[src/hdl/off_pkg.sv]
// Package for the octal field formatter.
// Holds sizes, configuration register indexes and character codes.
// No dependencies.
package off_pkg;

	localparam int MAX_DIGITS = 22;
	localparam int MAX_FIELD  = 64;

	localparam int VALUE_W   = 64;
	localparam int CHAR_W    = 8;
	localparam int CFG_IDX_W = 3;
	localparam int CFG_DAT_W = 7;
	localparam int LEN_W     = 7;
	localparam int DCNT_W    = $clog2(MAX_DIGITS + 1);
	localparam int SHIFT_W   = 3 * MAX_DIGITS;

	localparam logic [CFG_IDX_W-1:0] CFG_ALT_FORM     = 3'd0;
	localparam logic [CFG_IDX_W-1:0] CFG_LEFT_JUSTIFY = 3'd1;
	localparam logic [CFG_IDX_W-1:0] CFG_ZERO_PAD     = 3'd2;
	localparam logic [CFG_IDX_W-1:0] CFG_MIN_DIGITS   = 3'd3;
	localparam logic [CFG_IDX_W-1:0] CFG_FIELD_WIDTH  = 3'd4;
	localparam logic [CFG_IDX_W-1:0] CFG_BAD_FLAGS    = 3'd5;

	localparam logic [CHAR_W-1:0] CH_ZERO  = 8'h30;
	localparam logic [CHAR_W-1:0] CH_SPACE = 8'h20;

	localparam logic [LEN_W-1:0] FIELD_MAX = LEN_W'(MAX_FIELD);

endpackage

[src/hdl/octal_field_formatter.sv]
// Top level of the octal field formatter.
// Depends on off_pkg for sizes, register indexes and character codes.
//
// Usage: a 64-bit unsigned value enters on the s_axis channel, and its
// printf-style octal text leaves on the m_axis channel, one ASCII character
// per transaction, with tlast on the final character and tuser carrying the
// error flag on every character. Formatting options are written through the
// cfg channel, which is always ready; write it only while the block is idle.
// Timing: after an input transaction the value is shifted by one octal digit
// per cycle until its leading digit is found, the SIZE and PLACE states size
// the field, and then one character is produced per cycle while the receiver
// accepts, up to 64. A single 66-bit digit shifter, a digit counter and one
// position counter do all the work. s_axis_tready is high only while no item
// is in progress.
// When the receiver stalls, the current character holds in the output
// register and the sequencer waits. Reset clears all configuration
// registers to zero and returns the block to idle with no output pending.
module octal_field_formatter (
	input  logic                           clk,
	input  logic                           arst_n,
	input  logic                           s_axis_tvalid,
	output logic                           s_axis_tready,
	input  logic [off_pkg::VALUE_W-1:0]    s_axis_tdata,  // [63:0] value
	output logic                           m_axis_tvalid,
	input  logic                           m_axis_tready,
	output logic [off_pkg::CHAR_W-1:0]     m_axis_tdata,  // [7:0] char_out
	output logic                           m_axis_tlast,  // last_char
	output logic                           m_axis_tuser,  // [0] flag_error
	input  logic                           cfg_valid,
	output logic                           cfg_ready,
	input  logic [off_pkg::CFG_IDX_W-1:0]  cfg_index,
	input  logic [off_pkg::CFG_DAT_W-1:0]  cfg_data
);
	import off_pkg::*;

	localparam logic [2:0] ST_IDLE  = 3'd0;
	localparam logic [2:0] ST_COUNT = 3'd1;
	localparam logic [2:0] ST_SIZE  = 3'd2;
	localparam logic [2:0] ST_PLACE = 3'd3;
	localparam logic [2:0] ST_EMIT  = 3'd4;

	logic [2:0]         state_q;
	logic               alt_form_q, left_justify_q, zero_pad_q, bad_flags_q;
	logic [LEN_W-1:0]   min_digits_q, field_width_q;
	logic [SHIFT_W-1:0] digits_q;
	logic [DCNT_W-1:0]  dcnt_q;
	logic [LEN_W-1:0]   lz_q, len_q, lp_q, last_q, pos_q;
	logic               err_q;
	logic               out_valid_q, out_last_q, out_err_q;
	logic [CHAR_W-1:0]  out_char_q;

	logic [2:0]         top_digit;
	logic [LEN_W-1:0]   prec_sat, width_sat, dc_ext, lz_c, pad_c, rel_pos;
	logic [CHAR_W-1:0]  char_c;
	logic               take_digit, advance;

	assign cfg_ready     = 1'b1;
	assign s_axis_tready = (state_q == ST_IDLE);
	assign m_axis_tvalid = out_valid_q;
	assign m_axis_tdata  = out_char_q;
	assign m_axis_tlast  = out_last_q;
	assign m_axis_tuser  = out_err_q;

	assign top_digit = digits_q[SHIFT_W-1 -: 3];
	assign prec_sat  = (min_digits_q > FIELD_MAX) ? FIELD_MAX : min_digits_q;
	assign width_sat = (field_width_q > FIELD_MAX) ? FIELD_MAX : field_width_q;
	assign dc_ext    = LEN_W'(dcnt_q);
	assign pad_c     = (width_sat > len_q) ? (width_sat - len_q) : '0;
	assign advance   = (state_q == ST_EMIT) && (!out_valid_q || m_axis_tready);
	assign rel_pos   = pos_q - lp_q;

	always_comb begin
		if (prec_sat != '0) begin
			lz_c = (prec_sat > dc_ext) ? (prec_sat - dc_ext) : '0;
		end else begin
			lz_c = (alt_form_q && top_digit != 3'd0) ? LEN_W'(1) : '0;
		end
	end

	always_comb begin
		take_digit = 1'b0;
		if (pos_q < lp_q) begin
			char_c = zero_pad_q ? CH_ZERO : CH_SPACE;
		end else if (rel_pos < lz_q) begin
			char_c = CH_ZERO;
		end else if (rel_pos < len_q) begin
			char_c     = CH_ZERO | CHAR_W'(top_digit);
			take_digit = 1'b1;
		end else begin
			char_c = CH_SPACE;
		end
	end

	always_ff @(posedge clk or negedge arst_n) begin
		if (!arst_n) begin
			alt_form_q     <= 1'b0;
			left_justify_q <= 1'b0;
			zero_pad_q     <= 1'b0;
			bad_flags_q    <= 1'b0;
			min_digits_q   <= '0;
			field_width_q  <= '0;
		end else if (cfg_valid) begin
			unique case (cfg_index)
				CFG_ALT_FORM:     alt_form_q     <= cfg_data[0];
				CFG_LEFT_JUSTIFY: left_justify_q <= cfg_data[0];
				CFG_ZERO_PAD:     zero_pad_q     <= cfg_data[0];
				CFG_MIN_DIGITS:   min_digits_q   <= cfg_data;
				CFG_FIELD_WIDTH:  field_width_q  <= cfg_data;
				CFG_BAD_FLAGS:    bad_flags_q    <= cfg_data[0];
				default: ;
			endcase
		end
	end

	always_ff @(posedge clk or negedge arst_n) begin
		if (!arst_n) begin
			state_q     <= ST_IDLE;
			digits_q    <= '0;
			dcnt_q      <= '0;
			lz_q        <= '0;
			len_q       <= '0;
			lp_q        <= '0;
			last_q      <= '0;
			pos_q       <= '0;
			err_q       <= 1'b0;
			out_valid_q <= 1'b0;
			out_char_q  <= '0;
			out_last_q  <= 1'b0;
			out_err_q   <= 1'b0;
		end else begin
			if (out_valid_q && m_axis_tready && !advance) begin
				out_valid_q <= 1'b0;
			end
			unique case (state_q)
				ST_IDLE: begin
					if (s_axis_tvalid) begin
						digits_q <= SHIFT_W'(s_axis_tdata);
						dcnt_q   <= DCNT_W'(MAX_DIGITS);
						state_q  <= ST_COUNT;
					end
				end
				ST_COUNT: begin
					if (dcnt_q > DCNT_W'(1) && top_digit == 3'd0) begin
						digits_q <= digits_q << 3;
						dcnt_q   <= dcnt_q - DCNT_W'(1);
					end else begin
						state_q <= ST_SIZE;
					end
				end
				ST_SIZE: begin
					lz_q    <= lz_c;
					len_q   <= dc_ext + lz_c;
					err_q   <= bad_flags_q || (zero_pad_q && min_digits_q != '0);
					state_q <= ST_PLACE;
				end
				ST_PLACE: begin
					lp_q    <= (zero_pad_q || !left_justify_q) ? pad_c : '0;
					last_q  <= len_q + pad_c - LEN_W'(1);
					pos_q   <= '0;
					state_q <= ST_EMIT;
				end
				ST_EMIT: begin
					if (advance) begin
						out_valid_q <= 1'b1;
						out_char_q  <= char_c;
						out_last_q  <= (pos_q == last_q);
						out_err_q   <= err_q;
						pos_q       <= pos_q + LEN_W'(1);
						if (take_digit) begin
							digits_q <= digits_q << 3;
						end
						if (pos_q == last_q) begin
							state_q <= ST_IDLE;
						end
					end
				end
				default: state_q <= ST_IDLE;
			endcase
		end
	end

endmodule
[config.mk]
export PLATFORM = sky130hd
export DESIGN_NAME = octal_field_formatter
export DESIGN_NICKNAME = d
export VERILOG_FILES = /design/src/hdl/off_pkg.sv /design/src/hdl/octal_field_formatter.sv
export SDC_FILE = /design/constraint.sdc
export NUM_CORES = 1
export LEC_CHECK = 0
export BUFFER_PORTS_ARGS = -buffer_cell sky130_fd_sc_hd__buf_2
export CORE_MARGIN = 2
export CORE_UTILIZATION = 40
export DETAILED_ROUTE_END_ITERATION = 7
export PLACE_DENSITY_LB_ADDON = 0.3
export SYNTH_ARGS = -nofsm -noshare
export SYNTH_HDL_FRONTEND = slang
export SYNTH_SLANG_ARGS = --single-unit
[constraint.sdc]
create_clock -name clk -period 7.78 [get_ports clk]
set_input_delay 1.556 -clock clk [delete_from_list [all_inputs] [get_ports clk]]
set_output_delay 1.556 -clock clk [all_outputs]
set_load 0.1 [all_outputs]
---- Word level (Yosys, flattened, before mapping) ----
Cells that the tools add are included.
W data, S select, Z words.
cells by class
  equal/unequal tests ..................... 16
  add/sub/neg operators ................... 8
  multiplexer cells ....................... 32
  order comparisons ....................... 8
  reduce and logical (&&, ||, !) cells .... 32
operator list
  kind                   count
  $mux W66               4
  $pmux W66 S3           1
  $mux W7                7
  $mux W5                5
  $lt A7 B7 Y1           3
  $reduce_and A2 Y1      8
  $pmux W3 S5            1
  $gt A7 B7 Y1 const B   2
  $pmux W7 S2            1
  $reduce_bool A7 Y1     2
  $sub A7 B7 Y7          2
  $eq A3 B2 Y1 const B   4
  $mux W3                4
  $ne A2 B2 Y1 const B   5
  $pmux W5 S2            1
  $eq A3 B3 Y1 const B   3
  $logic_not A3 Y1       3
  $mux W8                1
  $add A5 B7 Y7          1
  $add A7 B1 Y7 const B  1
  $add A7 B7 Y7          1
  $eq A7 B7 Y1           1
  $gt A7 B5 Y1           1
  $gt A7 B7 Y1           1
  15 further kinds       33
storage, ports and cells
  bits of input ports ..................... 79
  output and inout bits ................... 13
  bits in registers ....................... 139
  logic and storage cells ................. 115

---- Depth between registers and ports, before layout ----
Gate-level depths: netlist (run 1).
  depth after elaboration ................. 8
  depth in mapped cells ................... 18
  gate-level depth less buffers ........... 18

---- Least setup slack after synthesis (run 1) ----
No wires, ideal clock.
  path type ............................... register to output
  start point ............................. reg state_q[2]
  end point ............................... out s_axis_tready
  setup slack ............................. 4.162 ns
  stages on the path, launching flop included .. 4
  arrival ................................. 2.062 ns
  required time ........................... 6.224 ns
  cell sequence ........................... dfrtp_1 clkbuf_8 or2_2 nor2_1
on the way
  word-level cells in the longest chain between the ends .. 1
ends and longest elaborated chain
  item                    RTL line                      source
  start, declared         octal_field_formatter.sv:42   logic [2:0] state_q;
  start signal, assigned  octal_field_formatter.sv:117  state_q <= ST_IDLE;
  start signal, assigned  octal_field_formatter.sv:139  state_q <= ST_COUNT;
  start signal, assigned  octal_field_formatter.sv:147  state_q <= ST_SIZE;
  $logic_not A3 Y1        octal_field_formatter.sv:58   assign s_axis_tready = (state_q == ST_IDLE);
  end, declared           octal_field_formatter.sv:22   output logic s_axis_tready,
No other way between the ends.

---- Worst setup path in the final report (run 1) ----
  start point ............................. reg pos_q[0]
  end point ............................... reg digits_q[8]
on the way
  word-level cells in the longest chain between the ends .. 7
ends and longest elaborated chain
  item                                    RTL line                      source
  start, declared                         octal_field_formatter.sv:47   logic [LEN_W-1:0] lz_q, len_q, lp_q, last_q, pos_q;
  start signal, assigned                  octal_field_formatter.sv:168  pos_q <= pos_q + LEN_W'(1);
  $sub A7 B7 Y7                           octal_field_formatter.sv:70   assign rel_pos = pos_q - lp_q;
  $lt A7 B7 Y1                            octal_field_formatter.sv:86   end else if (rel_pos < len_q) begin
  $mux W1                                 octal_field_formatter.sv:86
  $mux W1                                 octal_field_formatter.sv:84   end else if (rel_pos < lz_q) begin
  $mux W1 (*)                             octal_field_formatter.sv:82   if (pos_q < lp_q) begin
  $ne A2 B2 Y1 (no source line) (*)       --
  $reduce_and A5 Y1 (no source line) (*)  --
  end signal, assigned                    octal_field_formatter.sv:137  digits_q <= SHIFT_W'(s_axis_tdata);
  end signal, assigned                    octal_field_formatter.sv:144  digits_q <= digits_q << 3;
  end signal, assigned                    octal_field_formatter.sv:170  digits_q <= digits_q << 3;
  end, declared                           octal_field_formatter.sv:45   logic [SHIFT_W-1:0] digits_q;
Mark *: on every way between the ends. The rest lies on a longest branch, timed or not.
A chain may end at the register's enable or synchronous reset.

==> results by group, run 1 <==
Detailed routing
  • Iteration count of the initial detailed-routing pass: 4
  • Post-Route WL: 20630 µm
  • ANT nets after route: 0
  • Avg WL per Cell: 16.47 µm
  • Initial DRC count: 526
  • Via density: 5.379
  • Total number of vias: 6734
  • DRC: 0

Logic synthesis
  • EDFF count, synth: 0
  • Post-synthesis sequential area ratio: 36.69%
  • Top FF cell, synth: dfrtp_1
  • Post-synthesis cell type count: 68
  • Synth warn: 0
  • Post-Syn Area per Cell: ~10 µm²
  • Cell count after synthesis: 894
  • Asr flop ratio synth: 100.0%
  • Yosys reg bits: about 140
  • Mapped cell area: ~9000 µm²

Clock network
  • Postcts setup bufs: 0
  • CTS tree: done
  • CTS sink count: 136
  • Root buf cell: clkbuf_16
  • Clk pin slew, worst setup/hold paths: roughly 70 ps
  • CTS max path bufs: 2
  • Clock Latency Late Sink: 430 ps
  • H-tree Lvls: 4
  • Total CTS buffers: 17
  • Hold-fix buffers, CTS: 0
  • Post_cts resized: 0

Critical path
  • Top Family by Delay on Critical Path: simple AND/OR/NAND/NOR gates
  • Slowest CP cell: and2_4
  • WP buf/inv: 2
  • Worst setup path class: reg -> reg
  • CP Data Arrival Time: 5020 ps
  • CP required: 8050 ps
  • Worst path cell trace: inv_1 > ha_1 > inv_1 > fa_1 > a21o_1 > a21oi_1 > xnor2_1 > ha_1 > or4_1 > a31oi_1 > or3b_4 > and2_4 > o31ai_2
  • CP max FO: 68
  • Crit path capture type: flop
  • Max incr delay on CP: 1000 ps
  • Critical path launch point type: flop

Placed design
  • IO buf count: 87
  • Post-Place Cells: ~1200
  • DP HPWL: approximately 14000 µm
  • Routability-driven placement congestion ratio: around 0.85
  • Post-DP Area: 9588 µm²

Timing
  • FMAX: 210.7 MHz
  • Fin crit period: 4747 ps
  • Fin crit share: between 60 and 70%
  • Final setup fails: 0
  • Final max-slew violation count: 0
  • Clock Skew: between 15 and 20 ps
  • Relative slew slack: 19.49%
  • RSZ-0062 raised after global routing: false
  • Final Hold Viols: 0
  • Worst slew pin tran: 1208 ps
  • Final setup TNS: 0 ps

Global route
  • First-pass GRT wire length: 33810 µm
  • Vias in the first global route: 6656
  • Gr ovfl total: 0
  • Total GRT Usage: 17.27%
  • Antenna violations before repair: 1
  • Largest net degree at the start of global routing: 83

Floorplanning
  • Initial core utilization: 40.84%
  • Die X: between 150 and 200 µm
  • I/O Pins: 92
  • Std-Cell Rows: 55
  • DIE AREA: 24420 µm²
  • Core Footprint: 22710 µm²
  • Die Y: between 150 and 200 µm

Finish
  • FF/Latch Area: 3403 µm²
  • Layout area overhead: 9.483%
  • Non-Filler Instances: 1252
  • Share of cells above drive strength 1: 26.92%
  • Final instance area: 10150 µm²
  • Final net count: ~1100
  • Post-Route Utilization: 44.72%
  • Fillers: 2152
  • Multi-input logic area: 5150 µm²

Min path
  • Hold WC Path Type: reg -> reg

Outcome
  • Outcome: completed

Power and ir drop
  • Power Total: approximately 5.1 mW
  • Pleak: 4.572 nW
  • Maximum vdd drop: 0.0002807 V
  • Pwr dens: around 500 nW/µm²

Flow run
  • Max-cap viol count: 0
## placed cells by master, fill, tap and decap left out, types with 9 or more instances in the layout
cell type  synthesis  layout
dfrtp_1          136     136
buf_2              3      86
mux2i_1           65      65
a31oi_1           63      63
nand2_1           63      63
o31ai_2           60      60
inv_1             53      53
ha_1              50      50
o21ai_0           49      49
and2_2            45      45
nor2_1            26      26
mux2_2            22      22
a21oi_1           19      19
nor2b_1           18      18
and2_1            17      17
clkbuf_16          0      17
xnor2_1           16      16
xor2_1            14      14
nor3_1            10      10
a211oi_1           9       9
## area by class of cell
| cell class | instances | area share, % |
|---|---|---|
| Clock buffer | 20 | 4.399 |
| Clock inverter | 12 | 1.158 |
| Antenna cell | 1 | 0.02464 |
| Tap cell | 285 | 3.512 |
| Multi-Input combinational cell | 653 | 50.71 |
| Timing Repair Buffer | 92 | 4.719 |
| Sequential cell | 136 | 33.51 |
| Inverter | 53 | 1.959 |
## metal layers
metal	part of all wire, %	up-vias	GRT usage (%)
li1	-	3351	-
met2	47	120	27.92
met1	49	3249	23.67
met4	1.0	0	4.238
met5	0	-	0
met3	3.1	14	3.655
## registers in the layout, summed over array words and instances (netlist names), 3 cells and up
signal	cells
lz_q	7
dcnt_q	5
len_q	7
digits_q	66
pos_q	7
m_axis_tdata	5
lp_q	7
min_digits_q	7
last_q	7
state_q	3
field_width_q	7
## worst paths after layout
check                                            startpoint                          end  slack [ps]  cells past startpoint
worst min register to register  m_axis_tdata[5]$_DFFE_PN0P_  m_axis_tdata[5]$_DFFE_PN0P_         460                      1
min in group asynchronous                            arst_n     digits_q[17]$_DFFE_PN0P_        1140                      1
worst max-delay path                   pos_q[0]$_DFFE_PN0P_      digits_q[8]$_DFFE_PN0P_        3030                     13
worst min-delay path            m_axis_tdata[5]$_DFFE_PN0P_  m_axis_tdata[5]$_DFFE_PN0P_         460                      1
max in group asynchronous                            arst_n        last_q[6]$_DFFE_PN0P_        5350                      2
worst max register to register         pos_q[0]$_DFFE_PN0P_      digits_q[8]$_DFFE_PN0P_        3030                     13
## kinds of logic after synthesis
| family | Yosys count | share of synthesized area [%] |
|---|---|---|
| buffers and inverters | 107 | 8.107 |
| flip-flops | 136 | 36.69 |
| AND/OR/NAND/NOR | 231 | 14.07 |
| other | 2 | 0.08097 |
| AO/OA/AOI/OAI | 246 | 20.71 |
| adder cells (fa/ha/maj) | 55 | 7.824 |
| multiplexers | 87 | 9.686 |
| XOR/XNOR | 30 | 2.833 |
## worst reg2reg max path: stages (launching register included)
cell     delay [ps]
dfrtp_1         430
inv_1            90
ha_1            160
inv_1            50
fa_1            400
a21o_1          170
a21oi_1         220
xnor2_1         130
ha_1            220
or4_1           490
a31oi_1         260
or3b_4          760
and2_4         1010
o31ai_2         210
## report_power, final
part	leakage [nW]	switching, mW	total, mW	internal (mW)
clock network	0.269	0.334	0.787	0.453
registers	1.69	0.225	1.23	1.01
logic	2.61	1.80	3.06	1.26
total	4.57	2.36	5.08	2.72
## cells in the mapped netlist, types with 17 or more instances
library cell | count | share of area (%)
a21oi_1 | 19 | 1.0
a31oi_1 | 63 | 4.2
and2_1 | 17 | 1.1
and2_2 | 45 | 3.6
dfrtp_1 | 136 | 37
ha_1 | 50 | 6.7
inv_1 | 53 | 2.1
mux2_2 | 22 | 2.7
mux2i_1 | 65 | 7.0
nand2_1 | 63 | 2.5
nor2_1 | 26 | 1.1
nor2b_1 | 18 | 1.2
o21ai_0 | 49 | 2.6
o31ai_2 | 60 | 8.1
## metrics by stage
stage                     setup WS, ps  hold slack (ps)
final                             3033            463.2
after global routing              2700            499.1
after CTS                         3031            466.4
after detailed placement          3096            449.2
after global placement            3094            447.8
after floorplan                   4162            438.6
Power figures use the tool's default switching activity.
==> run 2, diff against run 1 <==
clock period = 4.8 ns   (was 7.78 ns; I/O delays follow)
==> run 2 against run 1 <==
  * Critical path depth increased by 1
  * Via count decreased by 1.0%
  * Setup slack got worse by 2300 ps
  * Maximum frequency increased by 18%
  * Combinational power increased by 63%
  * Largest cell class unchanged
  * Critical path type unchanged
  * Wire length decreased by 1.2%
  * Clock skew decreased by 1.5 ps
==> results by group, run 2 (same netlist as run 1, synthesis figures left out) <==
Finish
  • Fillers: 2199
  • Final net count: 1088
  • Max reg flops: 66
  • Commonest non-fill, non-tap cells in the layout: dfrtp_1, buf_2, mux2i_1
  • Share of cells above drive strength 1: 26.99%
  • FF/Latch Area: 3403 µm²
  • Non-Filler Instances: ~1300
  • Ant diodes: 0
  • Multi-input logic area: 5150 µm²
  • Commonest non-fill, non-tap cell in the layout: dfrtp_1
  • Layout area overhead: 10.31%
  • Register bank with the most flops: digits_q
  • Post-Route Utilization: 45.05%

Placed design
  • Routability-driven placement congestion ratio: 0.8743
  • DP HPWL: roughly 14000 µm
  • Post-Place Cells: ~1200
  • IO buf count: 87

Clock network
  • CTS sink count: 136
  • Postcts setup bufs: 0
  • Root buf cell: clkbuf_16
  • Clk pin slew, worst setup/hold paths: 60 ps
  • H-tree Lvls: 4
  • CTS tree: done
  • Total CTS buffers: 17
  • Post_cts resized: 0
  • CTS max path bufs: 2
  • Hold-fix buffers, CTS: 0
  • Clock Latency Late Sink: 420 ps

Outcome
  • Outcome: completed

Timing
  • Worst slew pin tran: 1115 ps
  • RSZ-0062 raised after global routing: false
  • Fin crit period: a little over 4000 ps
  • FMAX: 248.3 MHz
  • Clock Skew: about 14 ps
  • Relative slew slack: 25.67%
  • Final setup fails: 0
  • Final Hold Viols: 0
  • Worst hold margin: roughly 470 ps
  • Final setup TNS: 0 ps
  • Final max-slew violation count: 0
  • Fin crit share: a little over four fifths

Global route
  • First-pass GRT wire length: 33910 µm
  • Met1 usage: around 24%
  • Total GRT Usage: 17.33%
  • Antenna violations before repair: 0
  • Global-route met2 utilization: 27.98%
  • Vias in the first global route: 6559
  • Largest net degree at the start of global routing: 126
  • Grt met3 use: 3.157%
  • Gr ovfl total: 0
  • Most used routing layer: met2

Critical path
  • Crit path capture type: flop
  • CP Data Arrival Time: 4370 ps
  • CP max FO: between 60 and 70
  • Critical path launch point type: flop
  • Worst setup path class: reg -> reg
  • CP required: 5140 ps

Detailed routing
  • Total number of vias: approximately 6700
  • Iteration count of the initial detailed-routing pass: 4
  • Via density: 5.323
  • Post-Route WL: between 20000 and 25000 µm
  • DRC: 0
  • Initial DRC count: 432
  • ANT nets after route: 0
  • Avg WL per Cell: around 16 µm

Floorplanning
  • Die X: 156.3 µm
  • Die Y: 156.3 µm
  • Core Footprint: roughly 23000 µm²
  • Initial core utilization: between 40% and 50%
  • DIE AREA: approximately 24000 µm²
  • Std-Cell Rows: 55
  • I/O Pins: about 90

Power and ir drop
  • Pwr dens: just over 800 nW/µm²
  • Power Total: ~8.4 mW
  • Maximum vdd drop: about 0.0005 V
  • Pleak: 4.613 nW

Flow run
  • Max-cap viol count: 0

Min path
  • Hold WC Path Type: reg -> reg
[run 2: cell count changes in the layout (fill, tap and decap cells not counted), moves of 2 or more]
cell        change
buf_12          +2
inv_6           +2
clkinvlp_4      -2
bufinv_16       +2
[run 2: path summary, 6_finish.rpt]
path / from / endpoint / slack (ps) / cells after the start
setup / recovery: pos_q[0]$_DFFE_PN0P_ / digits_q[64]$_DFFE_PN0P_ / 770 / 14
hold / removal: m_axis_tdata[5]$_DFFE_PN0P_ / m_axis_tdata[5]$_DFFE_PN0P_ / 470 / 1
setup reg to reg: pos_q[0]$_DFFE_PN0P_ / digits_q[64]$_DFFE_PN0P_ / 770 / 14
hold reg to reg: m_axis_tdata[5]$_DFFE_PN0P_ / m_axis_tdata[5]$_DFFE_PN0P_ / 470 / 1
max in group asynchronous: arst_n / state_q[2]$_DFFE_PN0P_ / 3290 / 2
min in group asynchronous: arst_n / digits_q[20]$_DFFE_PN0P_ / 600 / 1
[run 2: where the power goes]
group          internal, mW  switching (mW)  total (mW)
clock                 0.840           0.520        1.36
sequential             1.63           0.359        1.99
combinational          2.08            2.93        5.00
total                  4.55            3.81        8.36
[run 2: worst max-delay path: stages (launching register included)]
cell     delay (ps)
dfrtp_1         430
inv_1            80
ha_1            150
inv_1            50
fa_1            390
a21o_1          180
a21oi_1         220
xnor2_1         130
ha_1            210
or4_1           510
a31oi_1         210
or3b_4          400
buf_4           350
a21oi_1         400
mux2i_1         210
[run 2: area by class of cell]
cell class | instances | share of cell area, %
Clock buffer | 20 | 4.366
Clock inverter | 12 | 1.602
Inverter | 53 | 1.944
Multi-Input combinational cell | 653 | 50.34
Sequential cell | 136 | 33.26
Tap cell | 285 | 3.485
Timing Repair Buffer | 93 | 5.002
[run 2: through the flow]
stage / area, µm² / setup WS, ps
3_3_place_gp: 9620 / 847.1
5_1_grt: 10230 / 479.3
3_5_place_dp: 9620 / 753.9
6_report: 10230 / 772.9
4_1_cts: 10230 / 773.0
2_1_floorplan: 9283 / 1242
[run 2: layer usage]
metal / part of all wire, % / routed length, µm / vias up
li1: - / - / 3353
met5: 0 / 0 / -
met2: 47 / 9526 / 126
met3: 3.4 / 698 / 21
met4: 1.2 / 246 / 0
met1: 49 / 9902 / 3164
